--- config.mk ---
export PLATFORM = sky130hd
export DESIGN_NAME = nnis_divider
export DESIGN_NICKNAME = d
export VERILOG_FILES = /design/src/hw/rtl/nnis_pkg.sv /design/src/hw/rtl/nnis_divider.sv
export SDC_FILE = /design/constraint.sdc
export NUM_CORES = 1
export LEC_CHECK = 0
export BUFFER_PORTS_ARGS = -buffer_cell sky130_fd_sc_hd__clkbuf_2
export CORE_ASPECT_RATIO = 2
export CORE_UTILIZATION = 45
export CTS_CLUSTER_DIAMETER = 80
export DETAILED_ROUTE_END_ITERATION = 6
export GPL_ROUTABILITY_DRIVEN = 0
export PLACE_DENSITY = 0.58
export SYNTH_ARGS = -nofsm -noshare
export SYNTH_HDL_FRONTEND = slang
export SYNTH_SLANG_ARGS = --single-unit
--- constraint.sdc ---
create_clock -name clock -period 7.15 [get_ports clock]
set_clock_uncertainty 0.2 [all_clocks]
set_input_delay 0.3575 -clock clock [delete_from_list [all_inputs] [get_ports clock]]
set_output_delay 0.3575 -clock clock [all_outputs]
set_load 0.005 [all_outputs]
--- src/hw/rtl/nnis_pkg.sv ---
package nnis_pkg;

   // Store geometry
   localparam int MAX_SRC_WIDTH  = 256;
   localparam int MAX_SRC_HEIGHT = 256;
   localparam int MAX_DST_DIM    = 4096;

   localparam int STORE_DEPTH = MAX_SRC_WIDTH * MAX_SRC_HEIGHT;
   localparam int ADDR_W      = $clog2(STORE_DEPTH);
   localparam int SX_W        = $clog2(MAX_SRC_WIDTH);
   localparam int SY_W        = $clog2(MAX_SRC_HEIGHT);

   // Field widths
   localparam int COORD_W = 12;
   localparam int CHAN_W  = 8;
   localparam int PIX_W   = 3 * CHAN_W;
   localparam int SRC_W   = 9;
   localparam int DST_W   = 12;
   localparam int CSR_W   = 12;
   localparam int CSR_IDX_W = 2;

   // Divider: one quotient bit per stage after the numerator stage
   localparam int Q_W        = SRC_W;
   localparam int NUM_W      = COORD_W + SRC_W + 2;
   localparam int DIV_STAGES = Q_W + 1;

   // Register indexes
   localparam logic [CSR_IDX_W-1:0] CSR_SRC_WIDTH  = 2'd0;
   localparam logic [CSR_IDX_W-1:0] CSR_SRC_HEIGHT = 2'd1;
   localparam logic [CSR_IDX_W-1:0] CSR_DST_WIDTH  = 2'd2;
   localparam logic [CSR_IDX_W-1:0] CSR_DST_HEIGHT = 2'd3;

   localparam logic [SRC_W-1:0] SRC_SIZE_RESET = 9'd256;
   localparam logic [DST_W-1:0] DST_SIZE_RESET = 12'd256;

   // Function codes
   localparam logic FUNC_WRITE = 1'b0;
   localparam logic FUNC_READ  = 1'b1;

   // Per-word side information travelling alongside the divider
   typedef struct packed {
      logic             func;
      logic             err;
      logic             wr_ok;
      logic [SX_W-1:0]  wcol;
      logic [SY_W-1:0]  wrow;
      logic [PIX_W-1:0] rgb;
   } item_meta_type;

   // Single-port access to the pixel store
   typedef struct packed {
      logic              en;
      logic              we;
      logic [ADDR_W-1:0] addr;
      logic [PIX_W-1:0]  wdata;
   } store_req_type;

endpackage

--- src/hw/rtl/nnis_divider.sv ---
module nnis_divider
   import nnis_pkg::*;
(
   input  logic                  clock,
   input  logic [DIV_STAGES-1:0] stage_en,
   input  logic [COORD_W-1:0]    coord,
   input  logic [SRC_W-1:0]      src_size,
   input  logic [DST_W-1:0]      dst_size,
   output logic [Q_W-1:0]        quot
);

   logic [COORD_W+SRC_W-1:0] prod;
   logic [NUM_W-1:0]         num_in;
   logic [NUM_W-1:0]         rem_ff [DIV_STAGES];
   logic [Q_W-1:0]           quo_ff [DIV_STAGES];

   // Form numerator 2*d*S + D
   assign prod   = (COORD_W+SRC_W)'(coord) * (COORD_W+SRC_W)'(src_size);
   assign num_in = NUM_W'({prod, 1'b0}) + NUM_W'(dst_size);

   always_ff @(posedge clock) begin
      if (stage_en[0]) begin
         rem_ff[0] <= num_in;
         quo_ff[0] <= '0;
      end
   end

   // Resolve one quotient bit per stage against 2*D, most significant first
   for (genvar j = 1; j < DIV_STAGES; j++) begin : g_step
      localparam int K = Q_W - j;
      logic [NUM_W-1:0] dsh;
      logic             ge;
      logic [NUM_W-1:0] rem_in;
      logic [Q_W-1:0]   quo_in;

      assign dsh    = NUM_W'({dst_size, 1'b0}) << K;
      assign ge     = rem_ff[j-1] >= dsh;
      assign rem_in = ge ? rem_ff[j-1] - dsh : rem_ff[j-1];
      assign quo_in = ge ? (quo_ff[j-1] | (Q_W'(1) << K)) : quo_ff[j-1];

      always_ff @(posedge clock) begin
         if (stage_en[j]) begin
            rem_ff[j] <= rem_in;
            quo_ff[j] <= quo_in;
         end
      end
   end

   assign quot = quo_ff[DIV_STAGES-1];

endmodule

==> results of run 1 <==
-- routing by layer --
layer	vias to the layer above	share of wire (%)	wire (µm)
li1	6239	-	-
met1	6399	26	13110
met2	279	62	30790
met3	171	2.4	1173
met4	0	9.2	4577
met5	-	0	0
-- area by class of cell --
| cell class | count | area, µm² | share of cell area (%) |
|---|---|---|---|
| Multi-Input combinational cell | 1272 | 10060 | 50.56 |
| Clock buffer | 28 | 615.6 | 3.093 |
| Sequential cell | 252 | 7567 | 38.02 |
| Inverter | 157 | 589.3 | 2.961 |
| Clock inverter | 14 | 107.6 | 0.5406 |
| Tap cell | 530 | 663.1 | 3.332 |
| Timing Repair Buffer | 57 | 297.8 | 1.496 |
-- cells in the final DEF, fill, tap and decap left out, types with 20 or more instances in the layout --
cell type / synthesis / routed
a21o_1: 34 / 34
a21oi_1: 90 / 90
and2_1: 65 / 65
clkbuf_16: 0 / 24
clkbuf_2: 0 / 52
edfxtp_1: 252 / 252
fa_1: 80 / 80
ha_1: 160 / 160
inv_1: 155 / 155
nand2_1: 161 / 161
nand2b_1: 23 / 23
nand3_1: 22 / 22
nor2_1: 78 / 78
nor2b_1: 22 / 22
nor3_1: 51 / 51
nor4_1: 29 / 29
o21a_1: 20 / 20
o21ai_0: 83 / 83
xnor2_1: 62 / 62
xor2_1: 63 / 63
-- state kept, by name, indices dropped and copies added, names as in the netlist --
name,flops
quo_ff,45
rem_ff,207
-- how the worst max path moves through the flow --
stage,from,to,slack (ns),cells after the start
2_1_floorplan,src_size[2],rem_ff[0][21]$_DFFE_PP_,1.63,19
3_3_place_gp,src_size[2],rem_ff[0][21]$_DFFE_PP_,0.99,20
3_5_place_dp,src_size[8],rem_ff[0][21]$_DFFE_PP_,0.95,18
4_1_cts,src_size[8],rem_ff[0][21]$_DFFE_PP_,1.53,18
5_1_grt,src_size[7],rem_ff[0][21]$_DFFE_PP_,1.27,18
6_report,src_size[8],rem_ff[0][21]$_DFFE_PP_,1.61,18
-- power groups by stage --
stage	Clock, W	Sequential (W)	Combinational, W
6_report	0.00123	0.00272	0.00462
5_1_grt	0.00130	0.00276	0.00516
4_1_cts	0.00125	0.00272	0.00465
3_5_place_dp	0	0.00275	0.00463
3_3_place_gp	0	0.00273	0.00455
2_1_floorplan	0	0.00260	0.00355
-- per-stage QoR --
step | utilization (%) | power, W | instance area [µm²] | hold WS (ns) | std cells
floorplan | - | 0.006153 | 18390 | 0.2003 | 1716
global placement | 47.70 | 0.007275 | 19180 | 0.2009 | 2268
detailed placement | 47.70 | 0.007381 | 19180 | 0.2045 | 2268
CTS | 49.50 | 0.008626 | 19900 | 0.02468 | 2310
global route | 49.50 | 0.009225 | 19900 | 0.06509 | 2310
finish | 49.50 | 0.008569 | 19900 | 0.03832 | 2310
-- logic make-up (layout without fill, tap and decap cells) --
logic type | after synthesis | in the layout | share of synthesized area (%)
AOI/OAI and AO/OA | 334 | 334 | 11.84
xor gates and xnor gates | 127 | 127 | 6.131
adders and majority gates | 240 | 240 | 19.60
buffers and inverters | 192 | 256 | 4.117
DFF | 252 | 252 | 41.16
muxes | 27 | 27 | 1.606
and+or+nand+nor | 544 | 544 | 15.55
==> results.tsv, run 1 <==
stage	metric	value	unit
worst_setup_path	path_buf_inv	3	
clock_tree	cts_tree	done	
clock_tree	cts_buffer_depth	3	
yosys	synth_largest_area_cell	edfxtp_1	
worst_setup_path	r2r_end	rem_ff[6][22]$_DFFE_PP_	
global_route	grt_max_degree	32	
yosys	synthesis.area	18390	µm²
clock_tree	clk_pin_slew	0.06	ns
worst_setup_path	cp_cell_sequence	clkbuf_2 > and2_1 > fa_1 > fa_1 > fa_1 > inv_1 > fa_1 > inv_1 > ha_1 > a21oi_1 > o21ai_0 > xor2_1 > ha_1 > and3_1 > a2111oi_1 > nor4_1 > nand4_1 > xnor2_1	
yosys	yosysWarnings	0	
global_route	grt_pass1_wl	76.27	mm
worst_setup_path	worstSetupPathType	in2reg	
placement	post-place-ws	0.9461	ns
sta	slew_headroom	22.50	%
drt	wl	49.65	mm
worst_setup_path	rr_worst_depth	9	
placement	placement.io_buffers	52	
clock_tree	cts_root_buf	clkbuf_16	
sta	rsz0062_at_grt	no	
global_route	grt_pass1_vias	14282	
worst_setup_path	path_max_fanout	12	
sta	setup_violations	0	
power_and_ir_drop	p_seq_share	31.8	%
floorplanning	die-height	287.9	µm
drt	drtIter0Drc	427	
clock_tree	numCtsBuffers	24	
yosys	async_reset_ff_share	0	%
sta	period_needed	5.541	ns
worst_setup_path	critPathMaxStageDelay	0.78	ns
power_and_ir_drop	irDropWorstVdd	315.6	µV
yosys	synth_common_cells	edfxtp_1, nand2_1, ha_1	
yosys	ys_seq_elements	252	
yosys	seq_area_frac_synth	41.16	%
worst_setup_path	slowest_stage	a2111oi_1	
yosys	avgSynthCellArea	10.71	µm²
run_status	status	finished clean	
power_and_ir_drop	p_int	0.005008	W
floorplanning	rows	104	
clock_tree	cts_sinks	252	
drt	ant_nets	0	
yosys	yosysMostFrequentCell	edfxtp_1	
placement	dp_hpwl	40.80	mm
job	cap_violations	0	
power_and_ir_drop	powerDensity	430.6	nW/µm²
worst_setup_path	path_delay_family	adder cells	
floorplanning	core_area	40210	µm²
clock_tree	ctsHoldBuffers	0	
global_route	use_met1	16.48	%
sta	setup_tns	0	ns
final_layout	area_growth	8.247	%
final_layout	antenna_cells	0	
sta	worst_pin_slew	1.152	ns
power_and_ir_drop	net-switching-power	0.003561	W
worst_setup_path	end_kind	register	
global_route	grtUsageMet2	54.99	%
final_layout	fillers	3663	
worst_setup_path	timing.rr.start	rem_ff[5][16]$_DFFE_PP_	
power_and_ir_drop	clock_power_share	14.3	%
floorplanning	dieWidth	144.9	µm
yosys	syn_nets	2000	
worst_setup_path	cp.required	7.24	ns
floorplanning	num_io_pins	53	
worst_setup_path	reg2reg_slack	3.19	ns
sta	final-hold-violation-count	0	
global_route	overflow	0	
clock_tree	cts_setup_buffers	0	
drt	drc	0	
final_layout	nNetsFinal	2048	
yosys	netlist_top_cells_area	edfxtp_1, ha_1, fa_1, nand2_1, inv_1	
clock_tree	clk_latency	0.56	ns
drt	routedWlPerCell	21.49	µm
hold_path	min_to	rem_ff[0][2]$_DFFE_PP_	
hold_path	worst_hold_path.num_cells	2	
global_route	top_usage_layer	met2	
power_and_ir_drop	switching_share	41.55	%
yosys	synth_cells	1716	
yosys	synth_ff_type	edfxtp_1	
yosys	synth_edf_count	252	
clock_tree	cts_resized	0	
sta	fin_crit_sh	77.49	%
power_and_ir_drop	power_leakage	8.090	nW
drt	detail_route.first_pass.iterations	7	
worst_setup_path	start_kind	input pin	
sta	fmax	0.1805	GHz
yosys	synth.top_cell.area_share	41.16	%
final_layout	drive_gt1_share	8.146	%
worst_setup_path	worst_ep_arrival_time	5.63	ns
yosys	synth.distinct_cells	94	
floorplanning	die_area	41720	µm²
global_route	use_met3	2.472	%
sta	maxSlewViolCount	0	
clock_tree	cts-htree-levels	1	
hold_path	holdCritPathClass	in2reg	
drt	num_vias	13088	
power_and_ir_drop	p_comb_share	53.9	%
sta	timing.final.ws_setup	1.609	ns
floorplanning	start_util	45.73	%
worst_setup_path	path_common_cell	fa_1	
global_route	antenna_found_initial	0	
hold_path	holdCritStartpoint	dst_size[2]	
drt	vias_per_cell	5.666	
global_route	grt_use_total	24.53	%
Note: power is estimated with default switching activity, not from simulation.
==> inputs of run 2 (changes only) <==
- PLACE_DENSITY: 0.58 -> 0.6
- clock period: 7.15 -> 4.5 ns (I/O delays scaled with it)
==> results.tsv, run 2 (synthesized netlist as in run 1, its figures left out) <==
stage	metric	value	unit
run_status	status	complete, but fails checks	
run_status	violations	setup timing	
hold_path	holdCritPathClass	in2reg	
worst_setup_path	critPathMaxStageDelay	0.57	ns
power_and_ir_drop	finalPower	0.01590	W
final_layout	reg_top3	rem_ff (207), quo_ff (45)	
clock_tree	clk_latency	0.56	ns
global_route	overflow	0	
clock_tree	clk_pin_slew	0.07	ns
sta	rsz0062_at_grt	yes	
worst_setup_path	path_max_fanout	8	
global_route	grt_pass1_vias	15131	
final_layout	area_growth	17.03	%
final_layout	nNetsFinal	2157	
power_and_ir_drop	powerDensity	738.9	nW/µm²
final_layout	mostFrequentLayoutCell	edfxtp_1	
final_layout	largest_reg_flops	207	
drt	detail_route.first_pass.iterations	5	
worst_setup_path	worst_ep_arrival_time	4.66	ns
floorplanning	die-height	287.9	µm
placement	dp.cells	2363	
final_layout	final_cell_mix	edfxtp_1, ha_1, nand2_1	
sta	final-hold-violation-count	0	
global_route	grt_max_degree	32	
drt	drtIter0Drc	439	
job	cap_violations	0	
drt	num_vias	13597	
drt	vias_per_cell	5.621	
placement	placement.io_buffers	52	
worst_setup_path	cp.required	4.60	ns
floorplanning	dieWidth	144.9	µm
worst_setup_path	path_buf_inv	4	
worst_setup_path	end_kind	register	
worst_setup_path	path_delay_family	adder cells	
final_layout	antenna_cells	0	
final_layout	largest_register	rem_ff	
clock_tree	cts_buffer_depth	3	
clock_tree	numCtsBuffers	24	
clock_tree	cts_root_buf	clkbuf_16	
floorplanning	rows	104	
drt	ant_nets	0	
sta	worst_pin_slew	0.9201	ns
sta	timing.final.ws_setup	-0.05626	ns
worst_setup_path	worstSetupPathType	in2reg	
placement	dp_hpwl	40.87	mm
global_route	grt_pass1_wl	76.69	mm
floorplanning	core_area	40210	µm²
power_and_ir_drop	power_leakage	8.795	nW
final_layout	fillers	3532	
drt	routedWlPerCell	20.43	µm
floorplanning	num_io_pins	53	
floorplanning	die_area	41720	µm²
clock_tree	cts_tree	done	
final_layout	stdcell_count	2419	
sta	slew_headroom	38.10	%
power_and_ir_drop	irDropWorstVdd	682.0	µV
worst_setup_path	cp_cell_sequence	clkbuf_16 > and2_4 > fa_1 > fa_1 > fa_1 > inv_1 > fa_1 > inv_2 > ha_4 > o211ai_1 > buf_4 > o211ai_4 > and2_4 > xor2_4 > nand4b_4 > nor4_4 > nand3_2 > xnor2_1	
sta	maxSlewViolCount	0	
sta	setup_violations	5	
global_route	antenna_found_initial	0	
floorplanning	start_util	45.73	%
global_route	grt_use_total	24.34	%
clock_tree	cts_sinks	252	
sta	fmax	0.2195	GHz
final_layout	drive_gt1_share	17.58	%
worst_setup_path	path_common_cell	fa_1	
drt	drc	0	
worst_setup_path	slowest_stage	fa_1	
final_layout	fin_util	53.51	%
drt	wl	49.42	mm
sta	period_needed	4.556	ns
clock_tree	cts-htree-levels	1	
sta	fin_crit_sh	101.3	%
worst_setup_path	start_kind	input pin	
## run 2: power by group
part / switching (W) / total, W / internal [W]
Sequential: 0.000511 / 0.00431 / 0.00380
Clock: 0.000919 / 0.00214 / 0.00122
Combinational: 0.00492 / 0.00945 / 0.00452
Total: 0.00635 / 0.0159 / 0.00955
## run 2: path summary, 6_finish.rpt
check | startpoint | to | slack [ns] | cells past startpoint
worst max-delay path | coord[3] | rem_ff[0][20]$_DFFE_PP_ | -0.06 | 18
worst min-delay path | dst_size[0] | rem_ff[0][0]$_DFFE_PP_ | 0.04 | 2
worst max register to register | rem_ff[4][5]$_DFFE_PP_ | rem_ff[5][9]$_DFFE_PP_ | 0.82 | 10
worst min register to register | quo_ff[4][5]$_DFFE_PP_ | quo_ff[5][5]$_DFFE_PP_ | 0.22 | 0
## run 2: final cells by class
| cell class | instances | area [µm²] | area share (%) |
|---|---|---|---|
| inverter | 157 | 589.3 | 2.739 |
| multi-input combinational | 1272 | 10550 | 49.03 |
| tap | 530 | 663.1 | 3.082 |
| timing repair buffer | 166 | 1338 | 6.216 |
| clock inverter | 13 | 190.2 | 0.8839 |
| sequential | 252 | 7567 | 35.17 |
| clock buffer | 29 | 619.3 | 2.878 |
## run 2: metal layers
metal / wire length, µm / up-vias / share of wire [%] / track usage [%]
li1: - / 6461 / - / -
met5: 0 / - / 0 / 0
met4: 4087 / 0 / 8.3 / 18.70
met3: 1134 / 163 / 2.3 / 2.282
met1: 13110 / 6705 / 27 / 16.28
met2: 31090 / 268 / 63 / 55.54
## run 2: stage by stage
stage	setup TNS (ns)	area, µm²	setup WS, ns	hold WS [ns]
finish	-0.1307	21520	-0.05626	0.04374
global route	-1.315	21520	-0.1791	0.04134
CTS	-0.1425	21390	-0.07321	0.03404
detailed placement	-9.726	20080	-0.8809	0.2045
global placement	-9.163	20080	-0.8565	0.2009
floorplan	-3.655	18680	-0.4023	0.1239
## run 2: timing repair
item	in CTS	in global routing
hold endpoints to repair	11	0
hold buffers	3	0
buffers inserted	6	5
resized for setup	79	38
gates cloned	0	1
endpoints found under the setup margin	11	11
pin swaps	41	30
==> inputs of run 3 (changes only) <==
- PLACE_DENSITY: 0.6 -> 0.66
==> results.tsv, run 3 (synthesized netlist as in run 1, its figures left out) <==
stage	metric	value	unit
clock_tree	clk_latency	0.53	ns
sta	slew_headroom	32.12	%
sta	rsz0062_at_grt	yes	
global_route	use_met3	3.027	%
worst_setup_path	slowest_stage	fa_2	
global_route	antenna_found_initial	0	
final_layout	stdcell_count	2419	
sta	period_needed	4.582	ns
final_layout	area_growth	16.66	%
run_status	status	complete, but fails checks	
clock_tree	cts_root_buf	clkbuf_16	
drt	ant_nets	0	
drt	routedWlPerCell	19.87	µm
placement	placement.io_buffers	52	
drt	drc	0	
drt	num_vias	13698	
run_status	violations	setup timing	
placement	dp_hpwl	39.11	mm
floorplanning	num_io_pins	53	
worst_setup_path	worstSetupPathType	in2reg	
final_layout	final_cell_mix	edfxtp_1, nand2_1, ha_1	
sta	fmax	0.2183	GHz
floorplanning	dieWidth	144.9	µm
floorplanning	core_area	40210	µm²
global_route	use_met1	15.90	%
worst_setup_path	cp_cell_sequence	clkbuf_8 > buf_6 > nand2_4 > fa_2 > inv_2 > ha_4 > ha_4 > inv_2 > fa_1 > inv_2 > ha_4 > fa_2 > buf_6 > xor2_1 > ha_1 > o21a_1 > o21a_1 > o2bb2ai_2 > nor2_4 > a2111oi_4 > buf_4 > buf_4 > nor3_2 > xnor2_1	
placement	dp.cells	2359	
final_layout	reg_top3	rem_ff (207), quo_ff (45)	
clock_tree	cts_sinks	252	
global_route	grt_pass1_wl	75.07	mm
hold_path	holdCritPathClass	in2reg	
drt	detail_route.first_pass.iterations	5	
floorplanning	rows	104	
final_layout	mostFrequentLayoutCell	edfxtp_1	
global_route	grtUsageMet2	52.14	%
global_route	top_usage_layer	met2	
global_route	grt_pass1_vias	14912	
final_layout	drive_gt1_share	17.58	%
final_layout	nNetsFinal	2158	
clock_tree	cts_buffer_depth	3	
floorplanning	die_area	41720	µm²
sta	maxSlewViolCount	0	
worst_setup_path	cp.required	4.57	ns
worst_setup_path	worst_ep_arrival_time	4.66	ns
clock_tree	cts-htree-levels	1	
final_layout	antenna_cells	0	
global_route	grt_max_degree	32	
job	cap_violations	0	
power_and_ir_drop	irDropWorstVdd	616.8	µV
sta	setup_violations	6	
global_route	grt_use_total	23.59	%
clock_tree	cts_tree	done	
clock_tree	numCtsBuffers	23	
floorplanning	die-height	287.9	µm
worst_setup_path	start_kind	input pin	
worst_setup_path	critPathMaxStageDelay	0.53	ns
power_and_ir_drop	power_leakage	8.751	nW
worst_setup_path	end_kind	register	
floorplanning	start_util	45.73	%
final_layout	fin_util	53.35	%
global_route	overflow	0	
power_and_ir_drop	powerDensity	731.9	nW/µm²
sta	timing.final.ws_setup	-0.08162	ns
drt	vias_per_cell	5.663	
drt	drtIter0Drc	581	
sta	final-hold-violation-count	0	
sta	fin_crit_sh	101.8	%
final_layout	largest_reg_flops	207	
sta	worst_pin_slew	1.009	ns
worst_setup_path	path_max_fanout	7	
clock_tree	clk_pin_slew	0.07	ns
final_layout	largest_register	rem_ff	
drt	wl	48.06	mm
## run 3: changes by cell type in the layout (fill, tap and decap cells not counted), sizes merged
| cell | before | now |
|---|---|---|
| bufinv | 4 | 2 |
| clkinvlp | 4 | 2 |
| clkinv | 4 | 12 |
| clkbuf | 72 | 68 |
| inv | 158 | 157 |
| buf | 120 | 121 |
## run 3: worst paths after layout
kind	from	end	slack, ns	cells past startpoint
min reg2reg	quo_ff[7][2]$_DFFE_PP_	quo_ff[8][2]$_DFFE_PP_	0.21	0
max	src_size[2]	rem_ff[0][17]$_DFFE_PP_	-0.08	24
min	dst_size[3]	rem_ff[0][3]$_DFFE_PP_	0.07	3
max reg2reg	rem_ff[4][5]$_DFFE_PP_	rem_ff[5][15]$_DFFE_PP_	0.85	10
## run 3: area by class of cell
| cell class | instances | area (µm²) |
|---|---|---|
| Timing Repair Buffer | 168 | 1390 |
| Tap cell | 530 | 663.1 |
| Multi-Input combinational cell | 1272 | 10530 |
| Inverter | 157 | 589.3 |
| Clock inverter | 16 | 126.4 |
| Sequential cell | 252 | 7567 |
| Fill cell | 3426 | 18760 |
| Clock buffer | 24 | 579.3 |
## run 3: where the power goes
part	internal [W]	leakage (nW)	total, W	switching [W]
clock network	0.00105	0.344	0.00192	0.000879
registers	0.00380	2.41	0.00431	0.000507
logic	0.00461	5.99	0.00947	0.00486
## run 3: worst max-delay path, delay by kind of cell
| family | cells | cell delay [ns] |
|---|---|---|
| adder cells (fa/ha/maj) | 7 | 2.34 |
| AO/OA/AOI/OAI | 4 | 0.83 |
| buffers and inverters | 8 | 0.80 |
| XOR/XNOR | 2 | 0.28 |
| AND/OR/NAND/NOR | 3 | 0.15 |
## run 3: stage by stage
step                      setup TNS (ns)  setup WS [ns]  hold slack, ns  cell area, µm²  power [W]
final                            -0.3241       -0.08162         0.07217           21450    0.01570
after global routing              -1.941        -0.2720          0.1016           21450    0.01682
after CTS                        -0.1843       -0.07872         0.05759           21260    0.01541
after detailed placement          -9.032        -0.8081          0.2045           20050    0.01280
after global placement            -8.405        -0.7872          0.2012           20050    0.01252
after floorplan                   -3.655        -0.4023          0.1239           18680    0.01012
## run 3: what timing repair did
item                                    in CTS  in global routing
pin swaps                                   48                 23
endpoints found under the setup margin      11                 12
cloned                                       0                  2
hold buffers                                 3                  0
buffers inserted                             9                  8
endpoints found under the hold margin       11                  0
resized for setup                           80                 37
## run 3: layer usage
layer	routed length [µm]	vias up
met1	12730	6751
met4	4519	0
li1	-	6457
met5	0	-
met3	1499	187
met2	29310	303
